### config.mk
export PLATFORM = sky130hd
export DESIGN_NAME = wav_pcm_stream_parser_unit_flat
export DESIGN_NICKNAME = d
export VERILOG_FILES = /design/src/rtl/core/wpp_pkg.sv /design/src/rtl/core/wpp_byte_if.sv /design/src/rtl/core/wpp_result_if.sv /design/src/rtl/core/wav_pcm_stream_parser_unit.sv /design/src/rtl/core/wpp_front.sv /design/src/rtl/core/wpp_queue.sv /design/src/rtl/core/wpp_back.sv /design/src/flat_wrapper.sv
export SDC_FILE = /design/constraint.sdc
export NUM_CORES = 1
export LEC_CHECK = 0
export BUFFER_PORTS_ARGS = -buffer_cell sky130_fd_sc_hd__buf_2
export CAP_MARGIN = 30
export CORE_ASPECT_RATIO = 1.4
export CORE_UTILIZATION = 62
export DETAILED_ROUTE_END_ITERATION = 8
export PLACE_DENSITY = 0.88
export SYNTH_ARGS = -nofsm -noshare
export SYNTH_HDL_FRONTEND = slang
export SYNTH_SLANG_ARGS = --single-unit
### constraint.sdc
create_clock -name clk -period 19.2 [get_ports clk]
set_clock_uncertainty 0.15 [all_clocks]
set_input_delay 3.84 -clock clk [delete_from_list [all_inputs] [get_ports clk]]
set_output_delay 3.84 -clock clk [all_outputs]
set_load 0.03 [all_outputs]
### src/rtl/core/wpp_pkg.sv
// Shared types and constants for the WAV stream parser.
package wpp_pkg;

    localparam logic [31:0] TAG_RIFF   = 32'h4646_4952;
    localparam logic [31:0] TAG_WAVE   = 32'h4556_4157;
    localparam logic [31:0] TAG_FMT    = 32'h2074_6D66;
    localparam logic [31:0] TAG_DATA   = 32'h6174_6164;
    localparam logic [7:0]  PCM_OFFSET = 8'd128;

    localparam int QUEUE_DEPTH = 2;
    localparam int QUEUE_PTR_W = $clog2(QUEUE_DEPTH);
    localparam int QUEUE_CNT_W = $clog2(QUEUE_DEPTH + 1);

    typedef enum logic [1:0] {
        KIND_SAMPLE = 2'd0,
        KIND_FORMAT = 2'd1,
        KIND_ERROR  = 2'd2,
        KIND_END    = 2'd3
    } kind_t;

    typedef enum logic [2:0] {
        ERR_NONE     = 3'd0,
        ERR_NOT_RIFF = 3'd1,
        ERR_NOT_WAVE = 3'd2,
        ERR_FORMAT   = 3'd3,
        ERR_DEPTH    = 3'd4
    } err_t;

    // One queued result; the back end assembles the sample from the raw bytes.
    typedef struct packed {
        kind_t       kind;
        logic        offset_8bit;
        logic [7:0]  lo_byte;
        logic [7:0]  hi_byte;
        logic [1:0]  channel_count;
        logic [31:0] sample_rate;
        logic [4:0]  source_bits;
        err_t        error_code;
        logic        truncated;
        logic        last;
    } entry_t;

endpackage

### src/rtl/core/wpp_byte_if.sv
// Byte channel carrying the WAV file stream.
interface wpp_byte_if;
    logic       valid;
    logic       ready;
    logic [7:0] data_byte;
    logic       end_of_file;

    modport source (output valid, output data_byte, output end_of_file, input ready);
    modport sink (input valid, input data_byte, input end_of_file, output ready);
endinterface

### src/rtl/core/wpp_result_if.sv
// Result channel carrying format reports, errors and converted samples.
interface wpp_result_if;
    logic               valid;
    logic               ready;
    logic [1:0]         kind;
    logic signed [15:0] sample;
    logic [1:0]         channel_count;
    logic [31:0]        sample_rate;
    logic [4:0]         source_bits;
    logic [2:0]         error_code;
    logic               truncated;
    logic               last;

    modport source (
        output valid, output kind, output sample, output channel_count,
        output sample_rate, output source_bits, output error_code,
        output truncated, output last, input ready
    );
    modport sink (
        input valid, input kind, input sample, input channel_count,
        input sample_rate, input source_bits, input error_code,
        input truncated, input last, output ready
    );
endinterface

### src/rtl/core/wav_pcm_stream_parser_unit.sv
// Path: a result is written into the result queue, then loaded into the output register.
// Throughput: one byte per cycle while the result queue is not full.
// A two-entry result queue lets the parser keep taking bytes while the output stalls.
// Reset (rst_n low, asynchronous) returns the parser to the RIFF tag check, clears
// the captured format fields and empties the queue and the output register.
module wav_pcm_stream_parser_unit (
    input  logic         clk,
    input  logic         rst_n,
    wpp_byte_if.sink     byte_ch,
    wpp_result_if.source result_ch
);
    import wpp_pkg::*;

    logic   push;
    logic   pop;
    logic   full;
    logic   not_empty;
    entry_t push_entry;
    entry_t head;

    wpp_front u_front (
        .clk        (clk),
        .rst_n      (rst_n),
        .byte_ch    (byte_ch),
        .queue_full (full),
        .push       (push),
        .push_entry (push_entry)
    );

    wpp_queue u_queue (
        .clk        (clk),
        .rst_n      (rst_n),
        .push       (push),
        .push_entry (push_entry),
        .pop        (pop),
        .full       (full),
        .not_empty  (not_empty),
        .head       (head)
    );

    wpp_back u_back (
        .clk        (clk),
        .rst_n      (rst_n),
        .head_valid (not_empty),
        .head       (head),
        .pop        (pop),
        .result_ch  (result_ch)
    );

endmodule

### src/rtl/core/wpp_front.sv
// Front end: accepts bytes, walks the RIFF chunk structure and classifies results.
module wpp_front (
    input  logic            clk,
    input  logic            rst_n,
    wpp_byte_if.sink        byte_ch,
    input  logic            queue_full,
    output logic            push,
    output wpp_pkg::entry_t push_entry
);
    import wpp_pkg::*;

    typedef enum logic [3:0] {
        PH_RIFF = 4'd0,
        PH_RLEN = 4'd1,
        PH_WAVE = 4'd2,
        PH_CHDR = 4'd3,
        PH_FMT  = 4'd4,
        PH_SKIP = 4'd5,
        PH_PAD  = 4'd6,
        PH_DATA = 4'd7,
        PH_DONE = 4'd8
    } phase_t;

    phase_t      phase_reg, phase_next;
    logic [31:0] count_reg, count_next;
    logic [31:0] tag_reg, tag_next;
    logic [31:0] length_reg, length_next;
    logic [15:0] format_reg, format_next;
    logic [15:0] channels_reg, channels_next;
    logic [31:0] rate_reg, rate_next;
    logic [15:0] bits_reg, bits_next;
    logic [7:0]  partial_reg, partial_next;
    logic [1:0]  byte_phase_reg, byte_phase_next;

    logic        accept;
    logic [7:0]  b;
    logic [31:0] count_inc;
    logic        emit;
    entry_t      ent;

    assign byte_ch.ready = ~queue_full;
    assign accept        = byte_ch.valid & ~queue_full;
    assign b             = byte_ch.data_byte;
    assign count_inc     = count_reg + 32'd1;

    always_comb
    begin
        phase_next      = phase_reg;
        count_next      = count_reg;
        tag_next        = tag_reg;
        length_next     = length_reg;
        format_next     = format_reg;
        channels_next   = channels_reg;
        rate_next       = rate_reg;
        bits_next       = bits_reg;
        partial_next    = partial_reg;
        byte_phase_next = byte_phase_reg;
        emit            = 1'b0;
        ent             = '0;
        ent.kind        = KIND_SAMPLE;
        ent.error_code  = ERR_NONE;

        case (phase_reg)
            PH_RIFF, PH_WAVE:
            begin
                tag_next   = {b, tag_reg[31:8]};
                count_next = count_inc;
                if (count_inc == 32'd4)
                begin
                    count_next = '0;
                    if (phase_reg == PH_RIFF)
                    begin
                        if (tag_next != TAG_RIFF)
                        begin
                            emit           = 1'b1;
                            ent.last       = 1'b1;
                            ent.kind       = KIND_ERROR;
                            ent.error_code = ERR_NOT_RIFF;
                            phase_next     = PH_DONE;
                        end
                        else
                        begin
                            phase_next = PH_RLEN;
                        end
                    end
                    else
                    begin
                        if (tag_next != TAG_WAVE)
                        begin
                            emit           = 1'b1;
                            ent.last       = 1'b1;
                            ent.kind       = KIND_ERROR;
                            ent.error_code = ERR_NOT_WAVE;
                            phase_next     = PH_DONE;
                        end
                        else
                        begin
                            phase_next = PH_CHDR;
                        end
                    end
                end
            end
            PH_RLEN:
            begin
                count_next = count_inc;
                if (count_inc == 32'd4)
                begin
                    count_next = '0;
                    phase_next = PH_WAVE;
                end
            end
            PH_CHDR:
            begin
                if (count_reg < 32'd4)
                begin
                    tag_next = {b, tag_reg[31:8]};
                end
                else
                begin
                    length_next = {b, length_reg[31:8]};
                end
                count_next = count_inc;
                if (count_inc == 32'd8)
                begin
                    count_next = '0;
                    if (tag_next == TAG_DATA)
                    begin
                        emit = 1'b1;
                        if (format_reg != 16'd1 || channels_reg > 16'd2)
                        begin
                            ent.kind       = KIND_ERROR;
                            ent.error_code = ERR_FORMAT;
                            ent.last       = 1'b1;
                        end
                        else if (bits_reg != 16'd8 && bits_reg != 16'd16
                                 && bits_reg != 16'd24)
                        begin
                            ent.kind       = KIND_ERROR;
                            ent.error_code = ERR_DEPTH;
                            ent.last       = 1'b1;
                        end
                        else
                        begin
                            ent.kind          = KIND_FORMAT;
                            ent.channel_count = channels_reg[1:0];
                            ent.sample_rate   = rate_reg;
                            ent.source_bits   = bits_reg[4:0];
                            byte_phase_next   = '0;
                            partial_next      = '0;
                            ent.last          = (length_next == 32'd0);
                        end
                        phase_next = ent.last ? PH_DONE : PH_DATA;
                    end
                    else
                    begin
                        phase_next = (tag_next == TAG_FMT) ? PH_FMT : PH_SKIP;
                        // An empty chunk has even length, so no pad byte follows.
                        if (length_next == 32'd0)
                        begin
                            phase_next = PH_CHDR;
                        end
                    end
                end
            end
            PH_FMT, PH_SKIP:
            begin
                if (phase_reg == PH_FMT && count_reg < 32'd18)
                begin
                    case (count_reg[4:0])
                        5'd0:    format_next[7:0]    = b;
                        5'd1:    format_next[15:8]   = b;
                        5'd2:    channels_next[7:0]  = b;
                        5'd3:    channels_next[15:8] = b;
                        5'd4:    rate_next[7:0]      = b;
                        5'd5:    rate_next[15:8]     = b;
                        5'd6:    rate_next[23:16]    = b;
                        5'd7:    rate_next[31:24]    = b;
                        5'd14:   bits_next[7:0]      = b;
                        5'd15:   bits_next[15:8]     = b;
                        default: ;
                    endcase
                end
                count_next = count_inc;
                if (count_inc == length_reg)
                begin
                    phase_next = length_reg[0] ? PH_PAD : PH_CHDR;
                    count_next = '0;
                end
            end
            PH_PAD:
            begin
                phase_next = PH_CHDR;
                count_next = '0;
            end
            PH_DATA:
            begin
                count_next = count_inc;
                if (bits_reg == 16'd8)
                begin
                    emit            = 1'b1;
                    ent.offset_8bit = 1'b1;
                    ent.hi_byte     = b;
                end
                else if (bits_reg == 16'd16)
                begin
                    if (byte_phase_reg == 2'd0)
                    begin
                        partial_next    = b;
                        byte_phase_next = 2'd1;
                    end
                    else
                    begin
                        emit            = 1'b1;
                        ent.lo_byte     = partial_reg;
                        ent.hi_byte     = b;
                        byte_phase_next = 2'd0;
                    end
                end
                else
                begin
                    // A 24-bit sample drops its low byte and keeps the upper two.
                    if (byte_phase_reg == 2'd0)
                    begin
                        byte_phase_next = 2'd1;
                    end
                    else if (byte_phase_reg == 2'd1)
                    begin
                        partial_next    = b;
                        byte_phase_next = 2'd2;
                    end
                    else
                    begin
                        emit            = 1'b1;
                        ent.lo_byte     = partial_reg;
                        ent.hi_byte     = b;
                        byte_phase_next = 2'd0;
                    end
                end
                if (emit)
                begin
                    ent.source_bits = bits_reg[4:0];
                end
                if (count_inc == length_reg)
                begin
                    if (!emit)
                    begin
                        emit     = 1'b1;
                        ent.kind = KIND_END;
                    end
                    ent.last   = 1'b1;
                    phase_next = PH_DONE;
                end
            end
            default: ;
        endcase

        if (byte_ch.end_of_file)
        begin
            if (!ent.last && phase_next != PH_DONE)
            begin
                if (!emit)
                begin
                    emit           = 1'b1;
                    ent.kind       = (phase_next == PH_DATA) ? KIND_END : KIND_ERROR;
                    ent.error_code = ERR_NONE;
                end
                ent.truncated = 1'b1;
                ent.last      = 1'b1;
            end
            phase_next      = PH_RIFF;
            count_next      = '0;
            tag_next        = '0;
            length_next     = '0;
            format_next     = '0;
            channels_next   = '0;
            rate_next       = '0;
            bits_next       = '0;
            partial_next    = '0;
            byte_phase_next = '0;
        end
    end

    assign push       = accept & emit;
    assign push_entry = ent;

    always_ff @(posedge clk or negedge rst_n)
    begin
        if (!rst_n)
        begin
            phase_reg      <= PH_RIFF;
            count_reg      <= '0;
            tag_reg        <= '0;
            length_reg     <= '0;
            format_reg     <= '0;
            channels_reg   <= '0;
            rate_reg       <= '0;
            bits_reg       <= '0;
            partial_reg    <= '0;
            byte_phase_reg <= '0;
        end
        else if (accept)
        begin
            phase_reg      <= phase_next;
            count_reg      <= count_next;
            tag_reg        <= tag_next;
            length_reg     <= length_next;
            format_reg     <= format_next;
            channels_reg   <= channels_next;
            rate_reg       <= rate_next;
            bits_reg       <= bits_next;
            partial_reg    <= partial_next;
            byte_phase_reg <= byte_phase_next;
        end
    end

endmodule

### src/rtl/core/wpp_queue.sv
// Short result queue between the parser front end and the output back end.
module wpp_queue (
    input  logic            clk,
    input  logic            rst_n,
    input  logic            push,
    input  wpp_pkg::entry_t push_entry,
    input  logic            pop,
    output logic            full,
    output logic            not_empty,
    output wpp_pkg::entry_t head
);
    import wpp_pkg::*;

    entry_t                   slots_reg [QUEUE_DEPTH];
    logic [QUEUE_PTR_W-1:0]   wr_ptr_reg, wr_ptr_next;
    logic [QUEUE_PTR_W-1:0]   rd_ptr_reg, rd_ptr_next;
    logic [QUEUE_CNT_W-1:0]   count_reg, count_next;

    localparam logic [QUEUE_PTR_W-1:0] PTR_LAST = QUEUE_PTR_W'(QUEUE_DEPTH - 1);
    localparam logic [QUEUE_CNT_W-1:0] CNT_FULL = QUEUE_CNT_W'(QUEUE_DEPTH);
    localparam logic [QUEUE_CNT_W-1:0] CNT_ONE  = QUEUE_CNT_W'(1);

    assign full      = (count_reg == CNT_FULL);
    assign not_empty = (count_reg != '0);
    assign head      = slots_reg[rd_ptr_reg];

    always_comb
    begin
        wr_ptr_next = wr_ptr_reg;
        rd_ptr_next = rd_ptr_reg;
        count_next  = count_reg;
        if (push)
        begin
            wr_ptr_next = (wr_ptr_reg == PTR_LAST) ? '0 : wr_ptr_reg + 1'b1;
        end
        if (pop)
        begin
            rd_ptr_next = (rd_ptr_reg == PTR_LAST) ? '0 : rd_ptr_reg + 1'b1;
        end
        if (push && !pop)
        begin
            count_next = count_reg + CNT_ONE;
        end
        else if (pop && !push)
        begin
            count_next = count_reg - CNT_ONE;
        end
    end

    always_ff @(posedge clk or negedge rst_n)
    begin
        if (!rst_n)
        begin
            wr_ptr_reg <= '0;
            rd_ptr_reg <= '0;
            count_reg  <= '0;
        end
        else
        begin
            wr_ptr_reg <= wr_ptr_next;
            rd_ptr_reg <= rd_ptr_next;
            count_reg  <= count_next;
        end
    end

    always_ff @(posedge clk)
    begin
        if (push)
        begin
            slots_reg[wr_ptr_reg] <= push_entry;
        end
    end

endmodule

### src/rtl/core/wpp_back.sv
// Back end: builds the PCM sample and holds the result beat in the output register.
module wpp_back (
    input  logic            clk,
    input  logic            rst_n,
    input  logic            head_valid,
    input  wpp_pkg::entry_t head,
    output logic            pop,
    wpp_result_if.source    result_ch
);
    import wpp_pkg::*;

    logic               valid_reg;
    logic [1:0]         kind_reg;
    logic signed [15:0] sample_reg, sample_next;
    logic [1:0]         channels_reg;
    logic [31:0]        rate_reg;
    logic [4:0]         bits_reg;
    logic [2:0]         error_reg;
    logic               truncated_reg;
    logic               last_reg;

    assign pop = head_valid & (~valid_reg | result_ch.ready);

    always_comb
    begin
        sample_next = '0;
        if (head.kind == KIND_SAMPLE)
        begin
            // An 8-bit sample is unsigned; flipping its top bit removes the offset.
            if (head.offset_8bit)
            begin
                sample_next = {head.hi_byte ^ PCM_OFFSET, 8'h00};
            end
            else
            begin
                sample_next = {head.hi_byte, head.lo_byte};
            end
        end
    end

    always_ff @(posedge clk or negedge rst_n)
    begin
        if (!rst_n)
        begin
            valid_reg <= 1'b0;
        end
        else if (pop)
        begin
            valid_reg <= 1'b1;
        end
        else if (result_ch.ready)
        begin
            valid_reg <= 1'b0;
        end
    end

    always_ff @(posedge clk)
    begin
        if (pop)
        begin
            kind_reg      <= head.kind;
            sample_reg    <= sample_next;
            channels_reg  <= head.channel_count;
            rate_reg      <= head.sample_rate;
            bits_reg      <= head.source_bits;
            error_reg     <= head.error_code;
            truncated_reg <= head.truncated;
            last_reg      <= head.last;
        end
    end

    assign result_ch.valid         = valid_reg;
    assign result_ch.kind          = kind_reg;
    assign result_ch.sample        = sample_reg;
    assign result_ch.channel_count = channels_reg;
    assign result_ch.sample_rate   = rate_reg;
    assign result_ch.source_bits   = bits_reg;
    assign result_ch.error_code    = error_reg;
    assign result_ch.truncated     = truncated_reg;
    assign result_ch.last          = last_reg;

endmodule
### src/flat_wrapper.sv
// flat-port wrapper written by rule: the top's interface ports become plain ports
module wav_pcm_stream_parser_unit_flat import wpp_pkg::*;
  (clk, rst_n, byte_ch_valid, byte_ch_data_byte, byte_ch_end_of_file, byte_ch_ready, result_ch_valid, result_ch_kind, result_ch_sample, result_ch_channel_count, result_ch_sample_rate, result_ch_source_bits, result_ch_error_code, result_ch_truncated, result_ch_last, result_ch_ready);
  wpp_byte_if byte_ch_i ();
  wpp_result_if result_ch_i ();
  input  logic clk;
  input  logic rst_n;
  input wire logic [$bits(byte_ch_i.valid)-1:0] byte_ch_valid;
  input wire logic [$bits(byte_ch_i.data_byte)-1:0] byte_ch_data_byte;
  input wire logic [$bits(byte_ch_i.end_of_file)-1:0] byte_ch_end_of_file;
  output wire logic [$bits(byte_ch_i.ready)-1:0] byte_ch_ready;
  output wire logic [$bits(result_ch_i.valid)-1:0] result_ch_valid;
  output wire logic [$bits(result_ch_i.kind)-1:0] result_ch_kind;
  output wire logic [$bits(result_ch_i.sample)-1:0] result_ch_sample;
  output wire logic [$bits(result_ch_i.channel_count)-1:0] result_ch_channel_count;
  output wire logic [$bits(result_ch_i.sample_rate)-1:0] result_ch_sample_rate;
  output wire logic [$bits(result_ch_i.source_bits)-1:0] result_ch_source_bits;
  output wire logic [$bits(result_ch_i.error_code)-1:0] result_ch_error_code;
  output wire logic [$bits(result_ch_i.truncated)-1:0] result_ch_truncated;
  output wire logic [$bits(result_ch_i.last)-1:0] result_ch_last;
  input wire logic [$bits(result_ch_i.ready)-1:0] result_ch_ready;
  assign byte_ch_i.valid = byte_ch_valid;
  assign byte_ch_i.data_byte = byte_ch_data_byte;
  assign byte_ch_i.end_of_file = byte_ch_end_of_file;
  assign byte_ch_ready = byte_ch_i.ready;
  assign result_ch_valid = result_ch_i.valid;
  assign result_ch_kind = result_ch_i.kind;
  assign result_ch_sample = result_ch_i.sample;
  assign result_ch_channel_count = result_ch_i.channel_count;
  assign result_ch_sample_rate = result_ch_i.sample_rate;
  assign result_ch_source_bits = result_ch_i.source_bits;
  assign result_ch_error_code = result_ch_i.error_code;
  assign result_ch_truncated = result_ch_i.truncated;
  assign result_ch_last = result_ch_i.last;
  assign result_ch_i.ready = result_ch_ready;
  wav_pcm_stream_parser_unit u_core (.clk(clk), .rst_n(rst_n), .byte_ch(byte_ch_i), .result_ch(result_ch_i));
endmodule
==> results.ini, run 1 <==
[synthesis]
synth_area_um2=17600
yosysTopAreaCell=edfxtp_1
synth_edf_count=188
ys_top_cells_by_area=edfxtp_1 32%, dfrtp_1 28%, mux2_2 3.9%, o21ai_0 3.9%, a22o_1 3.2%
synth_warnings=0
ys_seq_area_frac=0.597
synth_ff_type=dfrtp_1
ys_ff_latch=383
async_flop_share=0.509
synth_common_cells=195 x dfrtp_1, 188 x edfxtp_1, 149 x nand2_1
avgSynthCellArea_um2=11.4
yosysMostFrequentCell=dfrtp_1
synthDominantCellAreaShare=0.320
synth_nets=1560
synth_cells=1540
synth_cell_type_count=77

[clocking]
cts_tree=yes
path_clk_slew_ns=0.06
clk_latency_ns=0.54
h-tree-depth=2
clockBufferDepth=3
cts_hold_buf=0
cts_buffers=35
clock_sinks=383
root_buffer=clkbuf_16
postCtsSetupBuffers=0
post_cts_resized=0

[timing]
rsz0062_at_grt=no
tightest_slew_ns=1.08
fmax_mhz=141
whs_ns=0.325
finalCritPeriodShare=0.368
slew_viol_final=0
slew_headroom=0.272
min_period_ns=7.07
setup_tns_ns=0
worst_slack_ns=12.13
finalHoldViolCount=0
finalSetupViolations=0

[critical_path]
crit_type=input pin to flop
arrival_ns=7.07
slowest_delay_ns=0.67
crit_chain=buf_2 > or4_1 > or4_1 > mux2_2 > nor2_1 > nor2_1 > a31oi_1 > o32ai_1 > o21ai_0 > nand2_1 > a21oi_4 > nor2b_4 > buf_4
critPathMaxFanout=63
crit_required_ns=19.20
slowest_stage=buf_4
startpoint_type=input pin
cp-end-kind=flop

[floorplanning]
dieArea_um2=29100
num_io_pins=77
chipWidth_um=144
core_um2=27700
num_rows=72
die_h_um=201
start_util=0.635

[detailed_routing]
wl_per_cell_um=23.6
via_per_inst=6.71
first_pass_iters=6
ant_nets=0
drc=0
totalWireLength_mm=46.5
via_count=13200
drt-initial-drc-count=1242

[outcome]
status=finished, final reports clean

[power_and_ir_drop]
leakagePower_uw=0.00777
pwr-share-comb=0.247
seq_power_share=0.465
p_clk_frac=0.287
power_density_nw_per_um2=133
p_int_uw=1720
ir_worst_vdd_v=0.0000819
switching_share=0.334
p_sw_uw=864

[final_layout]
drive_gt1_frac=0.151
nets=1594
largest_reg_flops=126
antenna_cells=0
utilization=0.702
fin_cells=1971
fillers=1841
area_growth_pct=10.5

[grt]
grtUsageTotal=0.329
grt_pass1_wl_mm=72.7
grt_pass1_vias=13100
overflow=0
grt_antenna_before_repair=0
grt_max_degree=84

[place]
dp_slack_ns=11.61
port_buffers=76
placedCellCount=1905
routabilityCongestion=0.955
hpwl_mm=29.9

[job]
maxCapViolCount=0

[worst_hold_path]
min_path_type=flop to flop

critical path: cells and delay by family:
| kind | cells | cell delay (ns) |
|---|---|---|
| buf+inv | 2 | 0.84 |
| simple gates | 6 | 1.38 |
| mux | 1 | 0.29 |
| compound gates | 4 | 0.64 |
cells by family (layout without fill, tap and decap cells):
logic type | count (synthesis) | after routing | synth area share
AND/OR/NAND/NOR | 560 | 560 | 0.169
flip-flops | 383 | 383 | 0.597
AO/OA/AOI/OAI | 331 | 331 | 0.123
buffers and inverters | 130 | 191 | 0.0295
multiplexers | 84 | 84 | 0.0521
XOR/XNOR | 45 | 45 | 0.0239
adder cells (fa/ha/maj) | 7 | 7 | 0.00497
placed cells by master (no fill, tap or decap), types with 6 or more instances in the layout:
master,n
dfrtp_1,194
edfxtp_1,188
nand2_1,149
o21ai_0,137
nor2_1,92
buf_2,75
a22o_1,64
mux2_2,61
and2_1,57
nor4_1,45
a21oi_1,38
nand4_1,37
clkbuf_16,36
inv_1,31
nand3_1,30
xnor2_1,29
nor3_1,28
mux2i_1,23
nor2b_1,19
buf_4,17
or3_1,16
xor2_1,14
or4_1,12
and3_1,12
a21o_1,11
a31oi_1,11
o21ai_1,10
nand2b_1,9
and4_1,9
clkbuf_8,9
ha_1,7
nor4b_1,6
power groups by stage:
stage / combinational (µW) / sequential (µW) / clock, µW
after floorplan: 349 / 1280 / 0
after global placement: 597 / 1190 / 0
after detailed placement: 620 / 1200 / 0
after CTS: 640 / 1200 / 745
after global routing: 694 / 1220 / 775
final: 640 / 1200 / 743
stage by stage:
stage	power [µW]	instance area, µm²
6_report	2590	19500
5_1_grt	2690	19500
4_1_cts	2580	19500
3_5_place_dp	1820	18200
3_3_place_gp	1790	18200
2_1_floorplan	1630	17600
worst paths after layout:
path / startpoint / slack [ns] / cells after the start / endpoint
max in group asynchronous: rst_n / 13.68 / 3 / u_core.u_front.count_reg[6]
hold / removal: u_core.u_front.rate_reg[19] / 0.33 / 2 / u_core.u_front.rate_reg[19]
min in group asynchronous: rst_n / 3.20 / 1 / u_core.u_front.tag_reg[15]
setup reg to reg: u_core.u_front.count_reg[0] / 13.10 / 13 / u_core.u_queue.slots_reg[0][29]
setup / recovery: byte_ch_data_byte[0] / 12.13 / 13 / u_core.u_queue.slots_reg[0][29]
hold reg to reg: u_core.u_front.rate_reg[19] / 0.33 / 2 / u_core.u_front.rate_reg[19]
per-layer routing:
layer / routed length (µm) / vias up / share of wire / track usage
li1: - / 5772 / - / -
met2: 23700 / 720 / 0.51 / 0.557
met3: 2870 / 190 / 0.062 / 0.0476
met5: 0 / - / 0 / 0
met1: 17200 / 6548 / 0.37 / 0.397
met4: 2770 / 0 / 0.059 / 0.189
cell type report:
class	count	area (µm²)	area share
Timing Repair Buffer	95	537	0.0276
Multi-Input combinational cell	1027	6600	0.339
Clock buffer	48	1030	0.0529
Sequential cell	383	10500	0.540
Clock inverter	16	199	0.0102
Inverter	32	120	0.00617
Tap cell	370	463	0.0238
(Power assumes the default switching activity.)
==> run 2, diff against run 1 <==
Settings changed: CORE_UTILIZATION 62 to 56, PLACE_DENSITY 0.88 to 0.84.
Clock period 19.2 ns to 6.12 ns, I/O delays scaled along.
==> results.ini, run 2 (same netlist as run 1, synthesis figures left out) <==
[floorplanning]
die_h_um=212  ; +5.2%
num_io_pins=77  ; unchanged
start_util=0.570  ; -0.0649
num_rows=76  ; +5.6%
dieArea_um2=32200  ; +11%
core_um2=30900  ; +11%
chipWidth_um=152  ; +5.1%

[power_and_ir_drop]
ir_worst_vdd_v=0.000208  ; +150%
leakagePower_uw=0.00773  ; -0.48%
seq_power_share=0.481  ; +0.016
power_density_nw_per_um2=401  ; +200%
finalPower_uw=7800  ; +200%
p_sw_uw=2580  ; +200%
p_clk_frac=0.270  ; -0.017
switching_share=0.331  ; -0.00295
p_int_uw=5220  ; +200%
pwr-share-comb=0.249  ; +0.002

[critical_path]
crit_required_ns=6.15  ; -13.05 ns
critical-path-top-delay-family=simple AND/OR/NAND/NOR gates
slowest_stage=dfrtp_1
crit_type=flop to flop
arrival_ns=5.50  ; -1.57 ns
crit_chain=ha_1 > nand3_1 > inv_1 > and4_1 > buf_4 > nand4b_1 > and3_1 > nor4_2 > or3b_4 > or4_4 > o2111a_2 > a21oi_4 > nor2b_4 > buf_12
critPathMaxFanout=63  ; unchanged
startpoint_type=flop
cp-end-kind=flop
cp_num_buf_inv=3  ; +1
slowest_delay_ns=0.54  ; -0.13 ns

[outcome]
failed_checks=design-rule violations
status=finished with violations

[clocking]
clk_latency_ns=0.53  ; about the same
cts_buffers=36  ; +2.9%
clockBufferDepth=3  ; unchanged
root_buffer=clkbuf_16
cts_hold_buf=0  ; unchanged
clock_sinks=383  ; unchanged
path_clk_slew_ns=0.06  ; about the same
h-tree-depth=2  ; unchanged
post_cts_resized=0  ; unchanged
cts_tree=yes
postCtsSetupBuffers=0  ; unchanged

[detailed_routing]
via_per_inst=6.34  ; -5.5%
via_count=12700  ; -4.4%
first_pass_iters=7  ; +1
drc=12  ; +12
wl_per_cell_um=21.8  ; -7.6%
ant_nets=0  ; unchanged
totalWireLength_mm=43.5  ; -6.4%
drt-initial-drc-count=955  ; -23%

[place]
routabilityCongestion=1.00  ; +5.2%
hpwl_mm=29.8  ; -0.52%
port_buffers=76  ; unchanged

[final_layout]
largest_reg_flops=126  ; unchanged
antenna_cells=0  ; unchanged
area_growth_pct=10.5  ; about the same
drive_gt1_frac=0.150  ; -0.00100
final_cell_mix=194 x dfrtp_1, 188 x edfxtp_1, 149 x nand2_1, 137 x o21ai_0, 92 x nor2_1
nets=1599  ; +0.31%
final_common_cell=dfrtp_1

[worst_hold_path]
min_path_type=flop to flop

[grt]
grt_antenna_before_repair=1  ; +1
grt_pass1_vias=12400  ; -5.6%
grtUsageTotal=0.272  ; -0.0564
grt_max_degree=144  ; +71%
overflow=0  ; unchanged
grt_pass1_wl_mm=67.9  ; -6.6%

[timing]
slew_viol_final=0  ; unchanged
rsz0062_at_grt=no
tightest_slew_ns=1.03  ; -0.0559 ns
finalHoldViolCount=0  ; unchanged
slew_headroom=0.309  ; +0.0375
fmax_mhz=183
finalCritPeriodShare=0.893
finalSetupViolations=0  ; unchanged
setup_tns_ns=0  ; unchanged
min_period_ns=5.47
whs_ns=0.320  ; -0.00481 ns

[job]
maxCapViolCount=0  ; unchanged

==> run 2: cell types whose count changed in the layout (fill, tap and decap cells not counted), moves of 3 or more <==
cell	delta
clkbuf_8	-7
bufinv_16	-3
buf_12	+3
clkbuf_1	+8
clkinvlp_4	+4
clkinv_1	-3
==> run 2: path summary, 6_finish.rpt <==
kind / cells past startpoint / slack (ns) / endpoint / from
setup / recovery: 14 / 0.65 / u_core.u_queue.slots_reg[0][33] / u_core.u_front.count_reg[0]
hold / removal: 2 / 0.32 / u_core.u_front.rate_reg[8] / u_core.u_front.rate_reg[8]
setup reg to reg: 14 / 0.65 / u_core.u_queue.slots_reg[0][33] / u_core.u_front.count_reg[0]
hold reg to reg: 2 / 0.32 / u_core.u_front.rate_reg[8] / u_core.u_front.rate_reg[8]
max in group asynchronous: 2 / 4.17 / u_core.u_front.partial_reg[6] / rst_n
min in group asynchronous: 1 / 0.53 / u_core.u_front.tag_reg[14] / rst_n
==> run 2: layer usage <==
metal | GRT usage | vias up | share of wire
met4 | 0.163 | 0 | 0.058
met5 | 0 | - | 0
met2 | 0.483 | 505 | 0.51
li1 | - | 5788 | -
met1 | 0.319 | 6201 | 0.38
met3 | 0.0342 | 160 | 0.052
==> run 2: power by group through the flow <==
stage                     combinational, µW  sequential, µW  clock [µW]
after floorplan                        1090            4020           0
after global placement                 1850            3750           0
after detailed placement               1920            3790           0
after CTS                              1940            3750        2140
after global routing                   2110            3810        2230
final                                  1940            3750        2110
==> run 2: cell type report <==
type / count / area, µm²
Clock buffer: 48 / 956
Clock inverter: 16 / 141
Fill cell: 2278 / 11400
Inverter: 32 / 120
Multi-Input combinational cell: 1027 / 6600
Sequential cell: 383 / 10500
Tap cell: 390 / 488
Timing Repair Buffer: 99 / 634
==> run 2: stage by stage <==
step,cells,setup slack (ns),cell area [µm²],utilization
final,1995,0.653,19500,0.630
after global routing,1995,0.434,19500,0.630
after CTS,1994,0.774,19400,0.629
after detailed placement,1930,0.793,18300,0.594
after global placement,1928,0.970,18300,0.593
after floorplan,1540,0.418,17600,-
==> run 2: worst register-to-register path, stage by stage, from the launching register on <==
cell      delay, ns
dfrtp_1        0.54
ha_1           0.36
nand3_1        0.38
inv_1          0.34
and4_1         0.31
buf_4          0.23
nand4b_1       0.11
and3_1         0.19
nor4_2         0.50
or3b_4         0.49
or4_4          0.53
o2111a_2       0.21
a21oi_4        0.20
nor2b_4        0.21
buf_12         0.30
